## config.mk

```make
export PLATFORM = sky130hd
export DESIGN_NAME = trcs_queue
export DESIGN_NICKNAME = d
export VERILOG_FILES = /design/src/hdl/trcs_pkg.sv /design/src/hdl/trcs_queue.sv
export SDC_FILE = /design/constraint.sdc
export NUM_CORES = 1
export LEC_CHECK = 0
export BUFFER_PORTS_ARGS = -buffer_cell sky130_fd_sc_hd__buf_2
export CAP_MARGIN = 20
export CORE_MARGIN = 2
export CORE_UTILIZATION = 45
export CTS_CLUSTER_DIAMETER = 40
export CTS_CLUSTER_SIZE = 16
export DETAILED_ROUTE_END_ITERATION = 16
export PLACE_DENSITY = 0.7
export REMOVE_ABC_BUFFERS = 1
export SLEW_MARGIN = 20
export SYNTH_ARGS = -nofsm -noshare
export SYNTH_HDL_FRONTEND = slang
export SYNTH_SLANG_ARGS = --single-unit
```

## constraint.sdc

```tcl
create_clock -name clk -period 12.5 [get_ports clk]
set_input_delay 1.25 -clock clk [delete_from_list [all_inputs] [get_ports clk]]
set_output_delay 1.25 -clock clk [all_outputs]
set_load 0.05 [all_outputs]
```

## src/hdl/trcs_pkg.sv

```systemverilog
// shared types and constants for the tile map rectangle collision scan unit
package trcs_pkg;

  localparam int DEF_MAX_COLUMNS = 64;
  localparam int DEF_MAX_ROWS    = 64;
  localparam int DEF_NUM_LAYERS  = 4;

  localparam int COORD_W = 26;
  localparam int DIM_W   = 11;
  localparam int TS_W    = 13;
  localparam int SCAN_W  = 7;
  localparam int CFG_IDX_W  = 3;
  localparam int CFG_DATA_W = 9;

  localparam logic [CFG_IDX_W-1:0] REG_MAP_COLUMNS   = 3'd0;
  localparam logic [CFG_IDX_W-1:0] REG_MAP_ROWS      = 3'd1;
  localparam logic [CFG_IDX_W-1:0] REG_TILE_SIZE     = 3'd2;
  localparam logic [CFG_IDX_W-1:0] REG_SCAN_COLUMNS  = 3'd3;
  localparam logic [CFG_IDX_W-1:0] REG_LAYER_PRESENT = 3'd4;

  typedef struct packed {
    logic [DIM_W-1:0]  cols;
    logic [DIM_W-1:0]  rows;
    logic [TS_W-1:0]   tsq;
    logic [SCAN_W-1:0] scan;
  } cfg_t;

  typedef struct packed {
    logic                      query;
    logic                      reject;
    logic [1:0]                layer;
    logic [5:0]                wrow;
    logic [5:0]                wcol;
    logic                      wsolid;
    logic signed [COORD_W-1:0] left;
    logic signed [COORD_W-1:0] right;
    logic signed [COORD_W-1:0] top;
    logic signed [COORD_W-1:0] bottom;
    logic [DIM_W-1:0]          cmin;
    logic signed [COORD_W-1:0] tx0;
  } item_t;

endpackage

```

## src/hdl/trcs_queue.sv

```systemverilog
// two-entry queue between front and back
module trcs_queue (
  input  logic            clk,
  input  logic            rst,
  input  logic            push,
  input  trcs_pkg::item_t din,
  input  logic            pop,
  output trcs_pkg::item_t dout,
  output logic            full,
  output logic            empty
);

  trcs_pkg::item_t slots [2];
  logic       wptr;
  logic       rptr;
  logic [1:0] count;

  assign full  = (count == 2'd2);
  assign empty = (count == 2'd0);
  assign dout  = slots[rptr];

  always_ff @(posedge clk) begin
    if (push) begin
      slots[wptr] <= din;
    end
  end

  always_ff @(posedge clk) begin
    if (rst) begin
      wptr  <= 1'b0;
      rptr  <= 1'b0;
      count <= 2'd0;
    end else begin
      if (push) begin
        wptr <= ~wptr;
      end
      if (pop) begin
        rptr <= ~rptr;
      end
      count <= count + 2'(push) - 2'(pop);
    end
  end

endmodule

```

==> flow_summary.toml <==
[status]
status = "completed"

[floorplan]
fp.dieW_um = 167.7
placementRows = 59
start_util_pct = 45.99
die-area_mm2 = 0.02811
die_h_um = 167.7
core_mm2 = 0.02621
io_pins = 322

[worst_hold_path]
hold_path_class = "reg2reg"

[sta]
tightest_slew_ns = 1.066
slew_headroom_pct = 28.96
grt_setup_unrepaired = "no"
period_minus_slack_ns = 4.279
finalWorstSetupSlack_ns = 8.221
clock.fmax_ghz = 0.2337
finalSetupTns_ns = 0
fin_worst_skew_ns = 0.01613
setup_violations = 0
min_period_over_period_pct = 34.24
hold_violations = 0
maxSlewViolCount = 0

[yosys]
synth-edff-count = 316
yosys.area_share.simple_pct = 0.3634
yosysTopAreaCellShare_pct = 78.74
synth.avg_cell_area_um2 = 23.49
synthesis.area_mm2 = 0.01205
synthTopCellsByArea = "edfxtp_1 (79%), mux2_4 (13%), mux2_2 (5.3%), buf_6 (1.3%), dfxtp_1 (0.83%)"
synth.area.mux_share_pct = 17.91
synth.top_cells.by_count = "edfxtp_1 (316), mux2_4 (101), mux2_2 (57)"
synth_async_sr_flop_share_pct = 0
yosysWarnings = 0
ys_ff_latch = 321
synth_most_common_cell = "edfxtp_1"
synthXorXnorAreaFrac_pct = 0.3322
ys.flop_type = "edfxtp_1"
syn_inst = 513
yosysTopAreaCell = "edfxtp_1"
yosysSeqAreaShare_pct = 79.57
synth-adder-area-share_pct = 0.2076
synth_compound_area_share_pct = 0
synth_top_family_by_area = "multiplexers"
ys_types = 14

[pwr]
p_clk_share_pct = 40.6
p_per_area_mw_per_mm2 = 190.3
peakVddDrop_v = 0.0001434
p_leak_nw = 6.018
swShare_pct = 26.83
p_sw_w = 0.0007846
p_seq_share_pct = 43.9
p_int_w = 0.002140
combPwrFrac_pct = 15.6

[placed_design]
dp.final_hpwl_um = 14660
post-place-ws_ns = 8.725
routabilityCongestion = 0.7248
io_buffers = 321
dp.cells = 1157

[grt]
grt_pass1_wl_um = 34440
grtUsageTotal_pct = 15.71
grt_max_degree = 76
grt_antenna_before_repair = 5
grt_remaining_overflow = 0
grt_pass1_vias = 6367

[routing]
viasPerCell = 4.877
drt-pass1-iter-count = 4
num_vias = 6018
drt-initial-drc-count = 469
final_antenna_net_count = 0
wl_um = 22690
wire_per_inst_um = 18.39
drc = 0

[clock_tree]
cts_sinks = 321
cts-root-buf = "clkbuf_16"
cts_hold_buf = 0
clockBufferDepth = 3
htree_levels = 2
clock_latency_ns = 0.51
cts_made_buffers = 41
cts_repair_resize_count = 0
clk_pin_slew_ns = 0.05
postCtsSetupBuffers = 0
cts_tree = "yes"

[final_layout]
drive_gt1_share_pct = 62.35
instances_no_fill = 1234
area_growth_pct = 27.53
num-nets-final = 1029

[setup_path]
crit_type = "reg2out"
cp.required_ns = 11.25
critPathLaunchType = "register"
cp.arrival_ns = 3.03
cp_max_fo = 58
end_kind = "primary output"

[flow_run]
max_cap_viol_count = 0
## cells in the final DEF (no fill, tap or decap)
| cell type | n |
|---|---|
| clkbuf_1 | 1 |
| clkinvlp_4 | 5 |
| nor2b_1 | 2 |
| bufinv_16 | 6 |
| mux2_2 | 57 |
| clkinv_8 | 1 |
| inv_8 | 4 |
| dfxtp_4 | 1 |
| nor2b_4 | 1 |
| buf_4 | 6 |
| nor2_1 | 5 |
| clkinv_1 | 2 |
| diode_2 | 4 |
| ha_1 | 2 |
| xnor3_1 | 1 |
| buf_2 | 321 |
| xnor2_1 | 2 |
| clkbuf_16 | 41 |
| dfxtp_1 | 4 |
| mux2_4 | 101 |
| inv_1 | 2 |
| clkinv_2 | 5 |
| edfxtp_1 | 316 |
| clkinv_4 | 3 |
| inv_6 | 5 |
| and2_4 | 1 |
## layout make-up
cell class	instances	area, µm²
antenna	4	10.01
clock buffer	42	1030
clock inverter	31	381.6
fill	1988	10840
inverter	2	7.507
multi-input combinational	172	2277
sequential	321	9593
tap	335	419.2
timing repair buffer	327	1652
## power by group through the flow
stage	logic (W)	clock network, W	registers [W]
after floorplan	0.000357	0	0.00132
after global placement	0.000456	0	0.00130
after detailed placement	0.000458	0	0.00131
after CTS	0.000460	0.00122	0.00128
after global routing	0.000476	0.00126	0.00129
final	0.000455	0.00119	0.00128
## critical path, stage by stage (launching register included)
cell and delay (ns):
dfxtp_4 0.89, buf_4 0.93, mux2_2 0.44, buf_2 0.22
## routing by layer
layer / GRT usage [%] / part of all wire, % / vias up / wire length [µm]
met4: 5.671 / 2.4 / 6 / 552
li1: - / - / 2770 / -
met1: 18.22 / 39 / 2949 / 8802
met3: 6.169 / 8.9 / 47 / 2015
met5: 0 / 0.15 / - / 34
met2: 26.63 / 50 / 246 / 11290
## registers in the layout, summed over array words and instances (netlist names), named ones only
| signal | flops |
|---|---|
| count | 2 |
| rptr | 1 |
| slots | 316 |
| wptr | 1 |
## worst paths after layout
path / from / to / slack (ns) / cells past startpoint
hold reg to reg: rptr$_SDFFE_PP0P_ / rptr$_SDFFE_PP0P_ / 0.51 / 2
setup / recovery: register / dout[9] / 8.22 / 3
hold / removal: rptr$_SDFFE_PP0P_ / rptr$_SDFFE_PP0P_ / 0.51 / 2
setup reg to reg: wptr$_SDFFE_PP0P_ / slots[0][112]$_DFFE_PP_ / 10.43 / 2
## kinds of logic after synthesis
| kind of cell | after synthesis |
|---|---|
| buf+inv | 20 |
| simple gates | 9 |
| xor+xnor | 3 |
| mux | 158 |
| flops | 321 |
| fa+ha+maj | 2 |
## per-stage QoR
stage / util, % / area [µm²] / hold slack [ns] / power (W)
floorplan: - / 11860 / 0.4799 / 0.001680
global placement: 53.23 / 13950 / 0.4929 / 0.001757
detailed placement: 53.23 / 13950 / 0.5022 / 0.001764
CTS: 58.61 / 15360 / 0.5196 / 0.002961
global route: 58.63 / 15360 / 0.5539 / 0.003025
finish: 58.65 / 15370 / 0.5117 / 0.002924
Note: power is estimated with default switching activity, not from simulation.
