<file path="config.mk">
export PLATFORM = sky130hd
export DESIGN_NAME = trcs_front
export DESIGN_NICKNAME = d
export VERILOG_FILES = /design/src/hdl/trcs_pkg.sv /design/src/hdl/trcs_front.sv
export SDC_FILE = /design/constraint.sdc
export NUM_CORES = 1
export LEC_CHECK = 0
export BUFFER_PORTS_ARGS = -buffer_cell sky130_fd_sc_hd__buf_2
export CORE_MARGIN = 2
export CORE_UTILIZATION = 32
export DETAILED_ROUTE_END_ITERATION = 6
export PLACE_DENSITY_LB_ADDON = 0.08
export SLEW_MARGIN = 20
export SYNTH_ARGS = -nofsm -noshare
export SYNTH_HDL_FRONTEND = slang
export SYNTH_SLANG_ARGS = --single-unit
</file>
<file path="constraint.sdc">
create_clock -name clk -period 13 [get_ports clk]
set_input_delay 1.3 -clock clk [delete_from_list [all_inputs] [get_ports clk]]
set_output_delay 1.3 -clock clk [all_outputs]
set_load 0.02 [all_outputs]
</file>
<file path="src/hdl/trcs_pkg.sv">
// shared types and constants for the tile map rectangle collision scan unit
package trcs_pkg;

  localparam int DEF_MAX_COLUMNS = 64;
  localparam int DEF_MAX_ROWS    = 64;
  localparam int DEF_NUM_LAYERS  = 4;

  localparam int COORD_W = 26;
  localparam int DIM_W   = 11;
  localparam int TS_W    = 13;
  localparam int SCAN_W  = 7;
  localparam int CFG_IDX_W  = 3;
  localparam int CFG_DATA_W = 9;

  localparam logic [CFG_IDX_W-1:0] REG_MAP_COLUMNS   = 3'd0;
  localparam logic [CFG_IDX_W-1:0] REG_MAP_ROWS      = 3'd1;
  localparam logic [CFG_IDX_W-1:0] REG_TILE_SIZE     = 3'd2;
  localparam logic [CFG_IDX_W-1:0] REG_SCAN_COLUMNS  = 3'd3;
  localparam logic [CFG_IDX_W-1:0] REG_LAYER_PRESENT = 3'd4;

  typedef struct packed {
    logic [DIM_W-1:0]  cols;
    logic [DIM_W-1:0]  rows;
    logic [TS_W-1:0]   tsq;
    logic [SCAN_W-1:0] scan;
  } cfg_t;

  typedef struct packed {
    logic                      query;
    logic                      reject;
    logic [1:0]                layer;
    logic [5:0]                wrow;
    logic [5:0]                wcol;
    logic                      wsolid;
    logic signed [COORD_W-1:0] left;
    logic signed [COORD_W-1:0] right;
    logic signed [COORD_W-1:0] top;
    logic signed [COORD_W-1:0] bottom;
    logic [DIM_W-1:0]          cmin;
    logic signed [COORD_W-1:0] tx0;
  } item_t;

endpackage

</file>
<file path="src/hdl/trcs_front.sv">
// front part: accepts items, checks rejection and finds the start column
module trcs_front #(
  parameter int MAX_COLUMNS = trcs_pkg::DEF_MAX_COLUMNS,
  parameter int MAX_ROWS    = trcs_pkg::DEF_MAX_ROWS,
  parameter int NUM_LAYERS  = trcs_pkg::DEF_NUM_LAYERS
) (
  input  logic                clk,
  input  logic                rst,
  input  logic                take,
  input  logic                operation,
  input  logic [1:0]          layer,
  input  logic [5:0]          tile_row,
  input  logic [5:0]          tile_column,
  input  logic                tile_solid,
  input  logic signed [15:0]  rect_left,
  input  logic signed [15:0]  rect_top,
  input  logic [14:0]         rect_width,
  input  logic [14:0]         rect_height,
  input  trcs_pkg::cfg_t      cfg,
  input  logic [3:0]          layer_present,
  output logic                busy,
  output logic                push,
  input  logic                q_full,
  output trcs_pkg::item_t     ent
);

  typedef enum logic [2:0] {F_IDLE, F_MUL, F_CHECK, F_DIV, F_TX, F_PUSH} fstate_t;

  fstate_t state;
  logic signed [trcs_pkg::COORD_W-1:0] cols_t;
  logic signed [trcs_pkg::COORD_W-1:0] rows_t;
  logic [14:0] dq;
  logic [trcs_pkg::TS_W-1:0] rem;
  logic [3:0] cnt;
  logic [trcs_pkg::TS_W:0] sh;
  logic [trcs_pkg::TS_W:0] sh_sub;
  logic reject_q;

  assign busy = (state != F_IDLE);
  assign push = (state == F_PUSH) && !q_full;

  assign sh     = {rem, dq[14]};
  assign sh_sub = sh - (trcs_pkg::TS_W+1)'(cfg.tsq);

  always_comb begin
    reject_q = (32'(ent.layer) >= 32'(NUM_LAYERS)) || !layer_present[ent.layer] ||
               (ent.right < 0) || (ent.left > cols_t) ||
               (ent.bottom < 0) || (ent.top > rows_t);
  end

  always_ff @(posedge clk) begin
    if (rst) begin
      state <= F_IDLE;
    end else begin
      unique case (state)
        F_IDLE: begin
          if (take) begin
            ent.query  <= operation;
            ent.layer  <= layer;
            ent.wrow   <= tile_row;
            ent.wcol   <= tile_column;
            ent.wsolid <= tile_solid;
            ent.left   <= trcs_pkg::COORD_W'(rect_left);
            ent.top    <= trcs_pkg::COORD_W'(rect_top);
            ent.right  <= trcs_pkg::COORD_W'(rect_left) +
                          $signed(trcs_pkg::COORD_W'(rect_width));
            ent.bottom <= trcs_pkg::COORD_W'(rect_top) +
                          $signed(trcs_pkg::COORD_W'(rect_height));
            ent.cmin   <= '0;
            ent.tx0    <= '0;
            ent.reject <= !((32'(layer) < 32'(NUM_LAYERS)) &&
                            (32'(tile_row) < 32'(MAX_ROWS)) &&
                            (32'(tile_column) < 32'(MAX_COLUMNS)));
            state <= operation ? F_MUL : F_PUSH;
          end
        end
        F_MUL: begin
          cols_t <= $signed(trcs_pkg::COORD_W'(cfg.cols * cfg.tsq));
          rows_t <= $signed(trcs_pkg::COORD_W'(cfg.rows * cfg.tsq));
          state  <= F_CHECK;
        end
        F_CHECK: begin
          ent.reject <= reject_q;
          dq  <= ent.left[14:0];
          rem <= '0;
          cnt <= '0;
          if (!reject_q && ent.left > 0) begin
            state <= F_DIV;
          end else begin
            state <= F_PUSH;
          end
        end
        F_DIV: begin
          if (!sh_sub[trcs_pkg::TS_W]) begin
            rem <= sh_sub[trcs_pkg::TS_W-1:0];
            dq  <= {dq[13:0], 1'b1};
          end else begin
            rem <= sh[trcs_pkg::TS_W-1:0];
            dq  <= {dq[13:0], 1'b0};
          end
          cnt <= cnt + 4'd1;
          if (cnt == 4'd14) begin
            state <= F_TX;
          end
        end
        F_TX: begin
          if ({1'b0, dq} > 16'(cfg.cols)) begin
            ent.cmin <= cfg.cols;
            ent.tx0  <= $signed(trcs_pkg::COORD_W'(cfg.cols * cfg.tsq));
          end else begin
            ent.cmin <= trcs_pkg::DIM_W'(dq);
            ent.tx0  <= $signed(trcs_pkg::COORD_W'(trcs_pkg::DIM_W'(dq) * cfg.tsq));
          end
          state <= F_PUSH;
        end
        F_PUSH: begin
          if (!q_full) begin
            state <= F_IDLE;
          end
        end
        default: state <= F_IDLE;
      endcase
    end
  end

endmodule

</file>
==> results_dict.tcl, run 1 <==
set metrics [dict create \
    ys_seq_area_share_pct 24.38 \
    relSlewSlack_pct 27.13 \
    fin_tns_setup_ns 0 \
    cts_root_buf "clkbuf_16" \
    clockBufferDepth 3 \
    crit_required_ns 13.35 \
    drv_cap 0 \
    cts_hold_buffers 0 \
    wirelength_um 72160 \
    start_kind "primary input" \
    synth-edff-count 198 \
    nets 3462 \
    fp.dieW_um 281.5 \
    yosys_warnings 0 \
    wire_per_inst_um 19.03 \
    min_period_ns 7.697 \
    cts_buffers 24 \
    peakVddDrop_mv 0.1440 \
    design.die.area_um2 79230 \
    post-route-drc-count 0 \
    syn_avg_cell_area_um2 9.700 \
    clk_latency_ns 0.53 \
    top_usage_layer "met2" \
    diodes 0 \
    grt_pass1_wl_um 111800 \
    endpoint_kind "register" \
    min_path_type "register to register" \
    final.period_utilization_pct 59.21 \
    vias_per_cell 4.821 \
    tritoncts "built" \
    async_reset_ff_share_pct 0 \
    drive_above_1_share_pct 13.72 \
    netlist_area_um2 24640 \
    via_count 18280 \
    status "finished clean" \
    slew_violations 0 \
    grt_pass1_vias 19200 \
    area.growth.synth_to_final_pct 12.25 \
    synth_ff_type "edfxtp_1" \
    hold_viol_final 0 \
    met2_usage_pct 31.07 \
    use_met3_pct 1.798 \
    fmaxAchievable_mhz 129.9 \
    grt_max_degree 49 \
    dr.pass1.iters 5 \
    ys_seq_elements 201 \
    setup_viol 0 \
    io_pins 288 \
    gp_congestion 0.8201 \
    grt_usage_pct 18.40 \
    cts.sinks 201 \
    synth_cell_types 77 \
    clock_skew_ns 0.01437 \
    syn_inst 2540 \
    io_buffer_count 278 \
    worstMarginPinSlew_ns 1.093 \
    path_max_fanout 28 \
    grt_remaining_overflow 0 \
    drt_iter0_markers 905 \
    power_density_nw_per_um2 194.6 \
    initial_core_util_pct 32.39 \
    critical_path_class "primary input to register" \
    core_area_um2 76080 \
    rsz0062_at_grt "false" \
    grt_use_met1_pct 25.65 \
    postCtsSetupBuffers 0 \
    htree_num_levels 1 \
    antenna_found_initial 4 \
    path_clk_slew_ns 0.07 \
    p_leak_nw 13.16 \
    fin_total_pwr_mw 5.383 \
    cp_data_arrival_time_ns 8.05 \
    final_core_util_pct 36.35 \
    antenna_left 0 \
    rows 101 \
    dp_hpwl_um 56030 \
    cts_resized 0 \
    fp.dieH_um 281.5 \
]
metrics by stage:
step | instance area (um^2) | worst slack (ns) | instances | hold slack (ns)
6_report | 27660 | 5.303 | 3792 | 0.5814
5_1_grt | 27660 | 4.923 | 3792 | 0.6184
4_1_cts | 27660 | 5.386 | 3792 | 0.5805
3_5_place_dp | 26920 | 4.842 | 3749 | 0.5634
3_3_place_gp | 26920 | 4.972 | 3749 | 0.5578
2_1_floorplan | 24640 | 3.639 | 2541 | 0.5426
cells in the final DEF, fill, tap and decap left out, types with 7 or more instances in the layout:
master | Yosys | layout
inv_1 | 452 | 452
fa_1 | 297 | 297
ha_1 | 292 | 292
nand2_1 | 278 | 278
buf_2 | 2 | 278
edfxtp_1 | 198 | 198
nor2_1 | 188 | 188
and2_1 | 132 | 132
a21oi_1 | 81 | 81
xnor2_1 | 62 | 62
o21ai_0 | 44 | 44
a21o_1 | 38 | 38
xor2_1 | 26 | 26
mux2i_1 | 26 | 26
clkbuf_16 | 0 | 25
nor3_1 | 24 | 24
buf_4 | 40 | 24
nor2b_1 | 23 | 23
o21a_1 | 23 | 23
nand3_1 | 21 | 21
a211oi_1 | 19 | 18
nand4_1 | 17 | 17
mux2_2 | 15 | 15
clkinv_1 | 7 | 14
or3_1 | 10 | 10
a31oi_1 | 10 | 10
and3_1 | 8 | 8
nand2b_1 | 8 | 8
or2_2 | 7 | 7
o211ai_1 | 7 | 7
nor4_1 | 7 | 7
flip-flops by register name, summed over array words and instances (netlist names):
signal and cells:
ent 118, rows_t 24, cnt 4, state 3, cols_t 24, dq 15
rem 13
kinds of logic (layout without fill, tap and decap cells):
logic type | count (synthesis) | after routing | synth area share [%]
simple gates | 742 | 742 | 14.04
fa+ha+maj | 589 | 589 | 38.96
buf+inv | 585 | 806 | 9.562
compound gates | 292 | 292 | 8.090
flops | 201 | 201 | 24.38
xor+xnor | 88 | 88 | 3.128
mux | 42 | 42 | 1.833
other cells | 1 | 2 | 0.01522
critical path, cell delays in order:
cell,delay [ns]
buf_2,0.66
clkinv_1,0.71
nor2_1,0.28
fa_1,0.52
fa_1,0.54
fa_1,0.44
fa_1,0.49
inv_1,0.05
fa_1,0.48
inv_1,0.04
ha_1,0.36
and3_1,0.20
o21ai_0,0.15
o211ai_1,0.16
o41ai_1,0.33
buf_4,0.22
o21ai_0,0.18
a31oi_1,0.31
mux2_2,0.37
a211oi_1,0.23
routing by layer:
| layer | up-vias | part of all wire (%) |
|---|---|---|
| met2 | 432 | 47 |
| met3 | 71 | 4.7 |
| met1 | 9179 | 47 |
| li1 | 8596 | - |
| met4 | 4 | 1.7 |
| met5 | - | 0.039 |
cell usage after synthesis, drive strengths merged (5+ instances only):
master / count / area share, %
or4: 5 / 0.17
edfxtp: 198 / 24
inv: 454 / 6.9
xnor2: 62 / 2.2
a211oi: 19 / 0.58
and2: 133 / 3.4
xor2: 26 / 0.92
clkinv: 7 / 0.11
a21o: 38 / 1.2
a211o: 6 / 0.21
a2111oi: 6 / 0.29
buf: 44 / 1.3
o21ai: 44 / 0.89
o211ai: 7 / 0.21
clkbuf: 80 / 1.2
nand2b: 8 / 0.20
nand2: 278 / 4.2
o31ai: 6 / 0.20
nor2: 188 / 2.9
a31o: 5 / 0.18
nand4: 17 / 0.43
o21bai: 7 / 0.21
nor3: 24 / 0.49
o21a: 23 / 0.70
and3: 8 / 0.20
mux2: 15 / 0.69
ha: 292 / 15
nor2b: 23 / 0.58
or3: 10 / 0.25
fa: 297 / 24
nor4: 7 / 0.18
nand3: 21 / 0.43
or2: 7 / 0.18
o31a: 5 / 0.18
a21oi: 81 / 1.6
a31oi: 10 / 0.25
mux2i: 26 / 1.1
report_power, final:
part           switching, mW  internal [mW]  total [mW]
combinational           2.31           1.43        3.73
clock                  0.282          0.368       0.650
sequential            0.0507          0.952        1.00
final cells by class:
class                           instances  area (um^2)
Timing Repair Buffer                  302         1572
Sequential cell                       201         6006
Clock buffer                           27        633.1
Tap cell                             1030         1289
Inverter                              461         1730
Fill cell                            7922        48420
Clock inverter                         16        105.1
Multi-Input combinational cell       1755        16320
worst paths after layout:
kind,from,end,slack [ns],depth (start not counted)
setup / recovery,cfg[8],ent[23],5.30,20
hold reg to reg,dq[12],dq[13],0.58,1
setup reg to reg,dq[4],ent[17],6.52,19
hold / removal,dq[12],dq[13],0.58,1
No activity file was read; power rests on OpenSTA's default activity.
==> run 2, diff against run 1 <==
- ABC_AREA: unset -> 1
- clock period: 13 -> 7.2 ns (I/O delays scaled with it)
==> results_dict.tcl, run 2 <==
set metrics [dict create \
    cp_common_cell "fa_1" \
    cp-endpoint "ent[18]" \
    drt_iter0_markers 950 \
    diodes 0 \
    postCtsSetupBuffers 0 \
    final.period_utilization_pct 83.16 \
    rr_startpoint "dq[7]" \
    r2r_cells 16 \
    worstMarginPinSlew_ns 1.024 \
    reg2reg_to "ent[18]" \
    design.die.area_um2 81980 \
    synth_cell_types 51 \
    endpoint_kind "register" \
    ys_seq_area_share_pct 23.55 \
    grt_pass1_vias 20890 \
    path_clk_slew_ns 0.06 \
    layout.cells.most_common_list "746 x inv_1, 709 x nand2_1, 297 x fa_1, 292 x ha_1, 278 x buf_2" \
    syn_avg_cell_area_um2 8.423 \
    path_depth 16 \
    dp_hpwl_um 60540 \
    async_reset_ff_share_pct 0 \
    synth-edff-count 198 \
    dr.pass1.iters 5 \
    max_stage_delay_ns 1.02 \
    io_buffer_count 278 \
    critical_path_class "register to register" \
    synth_common_cells "746 x inv_1, 709 x nand2_1, 297 x fa_1, 292 x ha_1, 198 x edfxtp_1" \
    clockBufferDepth 3 \
    hold_ws_ns 0.3500 \
    gp_congestion 0.8695 \
    largest_reg_flops 118 \
    cts_resized 0 \
    setup_viol 0 \
    power_density_nw_per_um2 334.1 \
    fin_total_pwr_mw 9.553 \
    antenna_left 0 \
    crit_chain "nand2_1, fa_1, inv_1, fa_1, fa_1, fa_1, inv_1, fa_1, inv_1, ha_1, a21oi_1, o21ai_0, a21oi_1, nand2_1, o21bai_1, a21oi_1" \
    post-route-drc-count 0 \
    relSlewSlack_pct 31.72 \
    cts_root_buf "clkbuf_16" \
    critical_path.startpoint "dq[7]" \
    top_register "ent" \
    rows 103 \
    start_kind "register" \
    fillerInstances 8308 \
    drv_cap 0 \
    fp.dieH_um 286.3 \
    fin_area_um2 28590 \
    via_count 19820 \
    drive_above_1_share_pct 11.75 \
    wirelength_um 74430 \
    rsz0062_at_grt "false" \
    peakVddDrop_mv 0.3418 \
    initial_core_util_pct 32.28 \
    synth_ff_type "edfxtp_1" \
    cts_buffers 25 \
    dpl_cell_area_um2 27880 \
    netlist_area_um2 25500 \
    cts.sinks 201 \
    antenna_found_initial 2 \
    yosys_warnings 0 \
    wire_per_inst_um 17.31 \
    vias_per_cell 4.610 \
    io_pins 288 \
    fp.dieW_um 286.3 \
    grt_usage_pct 18.46 \
    status "finished clean" \
    crit_required_ns 7.48 \
    grt_max_degree 83 \
    grt_pass1_wl_um 118400 \
    path_max_fanout 16 \
    tritoncts "built" \
    cp.buffers_inverters 3 \
    largestRegisters "ent: 118 flops, cols_t: 24 flops, rows_t: 24 flops" \
    nets 3951 \
    syn_inst 3028 \
    clock_skew_ns 0.01814 \
    area.growth.synth_to_final_pct 12.10 \
    core_area_um2 79000 \
    grt_remaining_overflow 0 \
    p_leak_nw 15.36 \
    cp_slowest_cell "edfxtp_1" \
    fin_tns_setup_ns 0 \
    r2r_setup_slack_ns 1.21 \
    clk_latency_ns 0.55 \
    layout_commonest_cell "inv_1" \
    cp_data_arrival_time_ns 6.27 \
    cts_hold_buffers 0 \
    synth_top_cell_area_share_pct 23.31 \
    ys_seq_elements 201 \
    hold_viol_final 0 \
    min_period_ns 5.988 \
    cp_top_family "adder cells" \
    yosysMostFrequentCell "inv_1" \
    post-place-cells 4257 \
    synth_top_cell_by_area "edfxtp_1" \
    min_path_type "primary input to register" \
    htree_num_levels 1 \
    slew_violations 0 \
    fmaxAchievable_mhz 167.0 \
    fin_cells 4300 \
    synth_area_leaders "edfxtp_1 23%, fa_1 23%, ha_1 14%" \
]
[run 2: layout make-up]
| type | instances | area (um^2) | share of cell area, % |
|---|---|---|---|
| inverters | 747 | 2804 | 9.807 |
| clock buffers | 31 | 648.1 | 2.267 |
| multi-input cells | 1940 | 16040 | 56.10 |
| clock inverters | 12 | 63.81 | 0.2232 |
| well taps | 1050 | 1314 | 4.595 |
| flip-flops and latches | 201 | 6006 | 21.01 |
| repair buffers | 319 | 1715 | 6.000 |
[run 2: report_power, final]
part	internal (mW)	leakage, nW	total (mW)	switching (mW)
Clock	0.634	0.339	1.15	0.516
Combinational	2.34	13.2	6.60	4.26
Sequential	1.71	1.86	1.80	0.0917
Total	4.68	15.4	9.55	4.87
[run 2: metrics by stage]
stage | utilization (%) | worst slack [ns]
after floorplan | - | 1.705
after global placement | 35.29 | 0.8870
after global routing | 36.19 | 0.9818
after detailed placement | 35.29 | 0.8493
after CTS | 36.19 | 1.157
final | 36.19 | 1.212
[run 2: routing by layer]
metal  vias to the layer above  share of wire, %  track usage [%]
met5                         -             0.015                0
met4                         2               2.2            4.045
met3                        73               2.9            1.574
met2                       341                49            32.46
met1                      9750                46            24.67
li1                       9655                 -                -
[run 2: how the worst min path moves through the flow]
stage               slack, ns      from  depth (start not counted)       end
finish                   0.35  layer[0]                          1  ent[154]
global route             0.32  layer[0]                          1  ent[154]
CTS                      0.31  layer[0]                          1  ent[154]
detailed placement       0.55    dq[12]                          2    dq[13]
global placement         0.54    dq[12]                          2    dq[13]
floorplan                0.52    dq[13]                          2    dq[14]
[run 2: cells by family after synthesis]
group / synth area share [%]
adders and majority gates: 37.64
xor gates and xnor gates: 3.199
DFF: 23.55
AOI/OAI and AO/OA: 7.113
and+or+nand+nor: 14.76
other: 0.01470
buffers and inverters: 13.73
==> run 3, diff against run 2 <==
- clock period: 7.2 -> 5.93 ns (I/O delays scaled with it)
==> results_dict.tcl, run 3 (synthesized netlist as in run 2, its figures left out) <==
set metrics [dict create \
    status "finished clean" \
    hold_ws_ns 0.2170 \
    path_max_fanout 11 \
    grt_remaining_overflow 0 \
    cts_buffers 26 \
    rows 103 \
    post-place-cells 4380 \
    tritoncts "built" \
    r2r_setup_slack_ns 0.30 \
    nets 4077 \
    start_kind "register" \
    layout.cells.most_common_list "746 x inv_1, 709 x nand2_1, 297 x fa_1, 292 x ha_1, 278 x buf_2" \
    path_clk_slew_ns 0.06 \
    io_buffer_count 278 \
    fin_tns_setup_ns 0 \
    largestRegisters "ent: 118 flops, cols_t: 24 flops, rows_t: 24 flops" \
    grt_max_degree 51 \
    area.growth.synth_to_final_pct 16.40 \
    p_leak_nw 16.03 \
    fin_total_pwr_mw 13.42 \
    relSlewSlack_pct 35.53 \
    setup_viol 0 \
    final_core_util_pct 37.58 \
    slew_violations 0 \
    via_count 20210 \
    fillerInstances 8236 \
    cts.sinks 201 \
    dp_hpwl_um 63090 \
    min_path_type "primary input to register" \
    min_period_ns 5.628 \
    drive_above_1_share_pct 15.06 \
    io_pins 288 \
    grt_pass1_wl_um 118700 \
    vias_per_cell 4.565 \
    clock_skew_ns 0.01271 \
    worstMarginPinSlew_ns 0.9648 \
    largest_reg_flops 118 \
    cts_resized 0 \
    crit_required_ns 6.23 \
    grt_pass1_vias 21050 \
    cts_root_buf "clkbuf_16" \
    clockBufferDepth 3 \
    endpoint_kind "register" \
    antenna_left 0 \
    fp.dieH_um 286.3 \
    htree_num_levels 1 \
    peakVddDrop_mv 0.3607 \
    initial_core_util_pct 32.28 \
    drv_cap 0 \
    gp_congestion 0.8674 \
    core_area_um2 79000 \
    clk_latency_ns 0.55 \
    wire_per_inst_um 17.02 \
    fmaxAchievable_mhz 177.7 \
    fin_cells 4426 \
    drt_iter0_markers 930 \
    hold_viol_final 0 \
    cp_data_arrival_time_ns 5.93 \
    power_density_nw_per_um2 452.1 \
    critical_path_class "register to register" \
    dr.pass1.iters 7 \
    final.period_utilization_pct 94.90 \
    design.die.area_um2 81980 \
    top_register "ent" \
    wirelength_um 75320 \
    rsz0062_at_grt "false" \
    layout_commonest_cell "inv_1" \
    post-route-drc-count 0 \
    grt_usage_pct 18.57 \
    antenna_found_initial 3 \
    fp.dieW_um 286.3 \
]
-- run 3: changes by cell type in the layout (fill, tap and decap cells not counted), sizes merged --
cell | previous run | this run
clkinvlp | 2 | 0
diode | 0 | 3
bufinv | 0 | 2
inv | 749 | 747
buf | 319 | 444
-- run 3: through the flow --
step	cell area (um^2)	setup WS, ns
after detailed placement	28860	0.0008602
after floorplan	25510	0.5623
after global placement	28860	-0.06337
after global routing	29680	0.02453
after CTS	29640	0.2247
final	29690	0.3023
-- run 3: worst max-delay path, stage by stage (launching register included) --
cell	delay (ns)
edfxtp_1	0.73
nand2_1	0.17
fa_1	0.55
inv_1	0.05
fa_1	0.51
fa_1	0.45
fa_1	0.57
inv_1	0.07
fa_1	0.54
inv_1	0.05
ha_1	0.34
a21oi_1	0.29
o21ai_0	0.12
inv_1	0.10
nor3_1	0.05
nor3_1	0.19
nand3_1	0.10
nand2_1	0.07
nand3_1	0.21
nand2_1	0.13
nor2_1	0.05
-- run 3: repair_timing --
item	in CTS	in global routing
hold buffers	0	0
setup buffers	0	2
endpoints found under the setup margin	0	3
-- run 3: routing by layer --
layer | GRT usage (%) | wire length (um)
met1 | 25.01 | 34350
met2 | 31.94 | 36410
met3 | 1.900 | 2629
met4 | 4.594 | 1904
met5 | 0 | 22
-- run 3: path summary, 6_finish.rpt --
| path | start | to | depth (start not counted) |
|---|---|---|---|
| worst min register to register | dq[12] | dq[13] | 2 |
| worst max-delay path | dq[4] | ent[21] | 20 |
| worst max register to register | dq[4] | ent[21] | 20 |
| worst min-delay path | tile_row[1] | ent[149] | 1 |
-- run 3: area by class of cell --
| cell class | instances | area [um^2] | area share [%] |
|---|---|---|---|
| Inverter | 747 | 2804 | 9.445 |
| Tap cell | 1050 | 1314 | 4.425 |
| Sequential cell | 201 | 6006 | 20.23 |
| Clock buffer | 31 | 669.4 | 2.255 |
| Multi-Input combinational cell | 1940 | 16040 | 54.03 |
| Antenna cell | 3 | 7.507 | 0.02529 |
| Timing Repair Buffer | 444 | 2738 | 9.222 |
| Clock inverter | 10 | 108.9 | 0.3667 |
-- run 3: report_power, final --
| group | switching (mW) | total [mW] | internal [mW] |
|---|---|---|---|
| Combinational | 5.63 | 9.76 | 4.12 |
| Clock | 0.614 | 1.49 | 0.879 |
| Sequential | 0.101 | 2.17 | 2.07 |
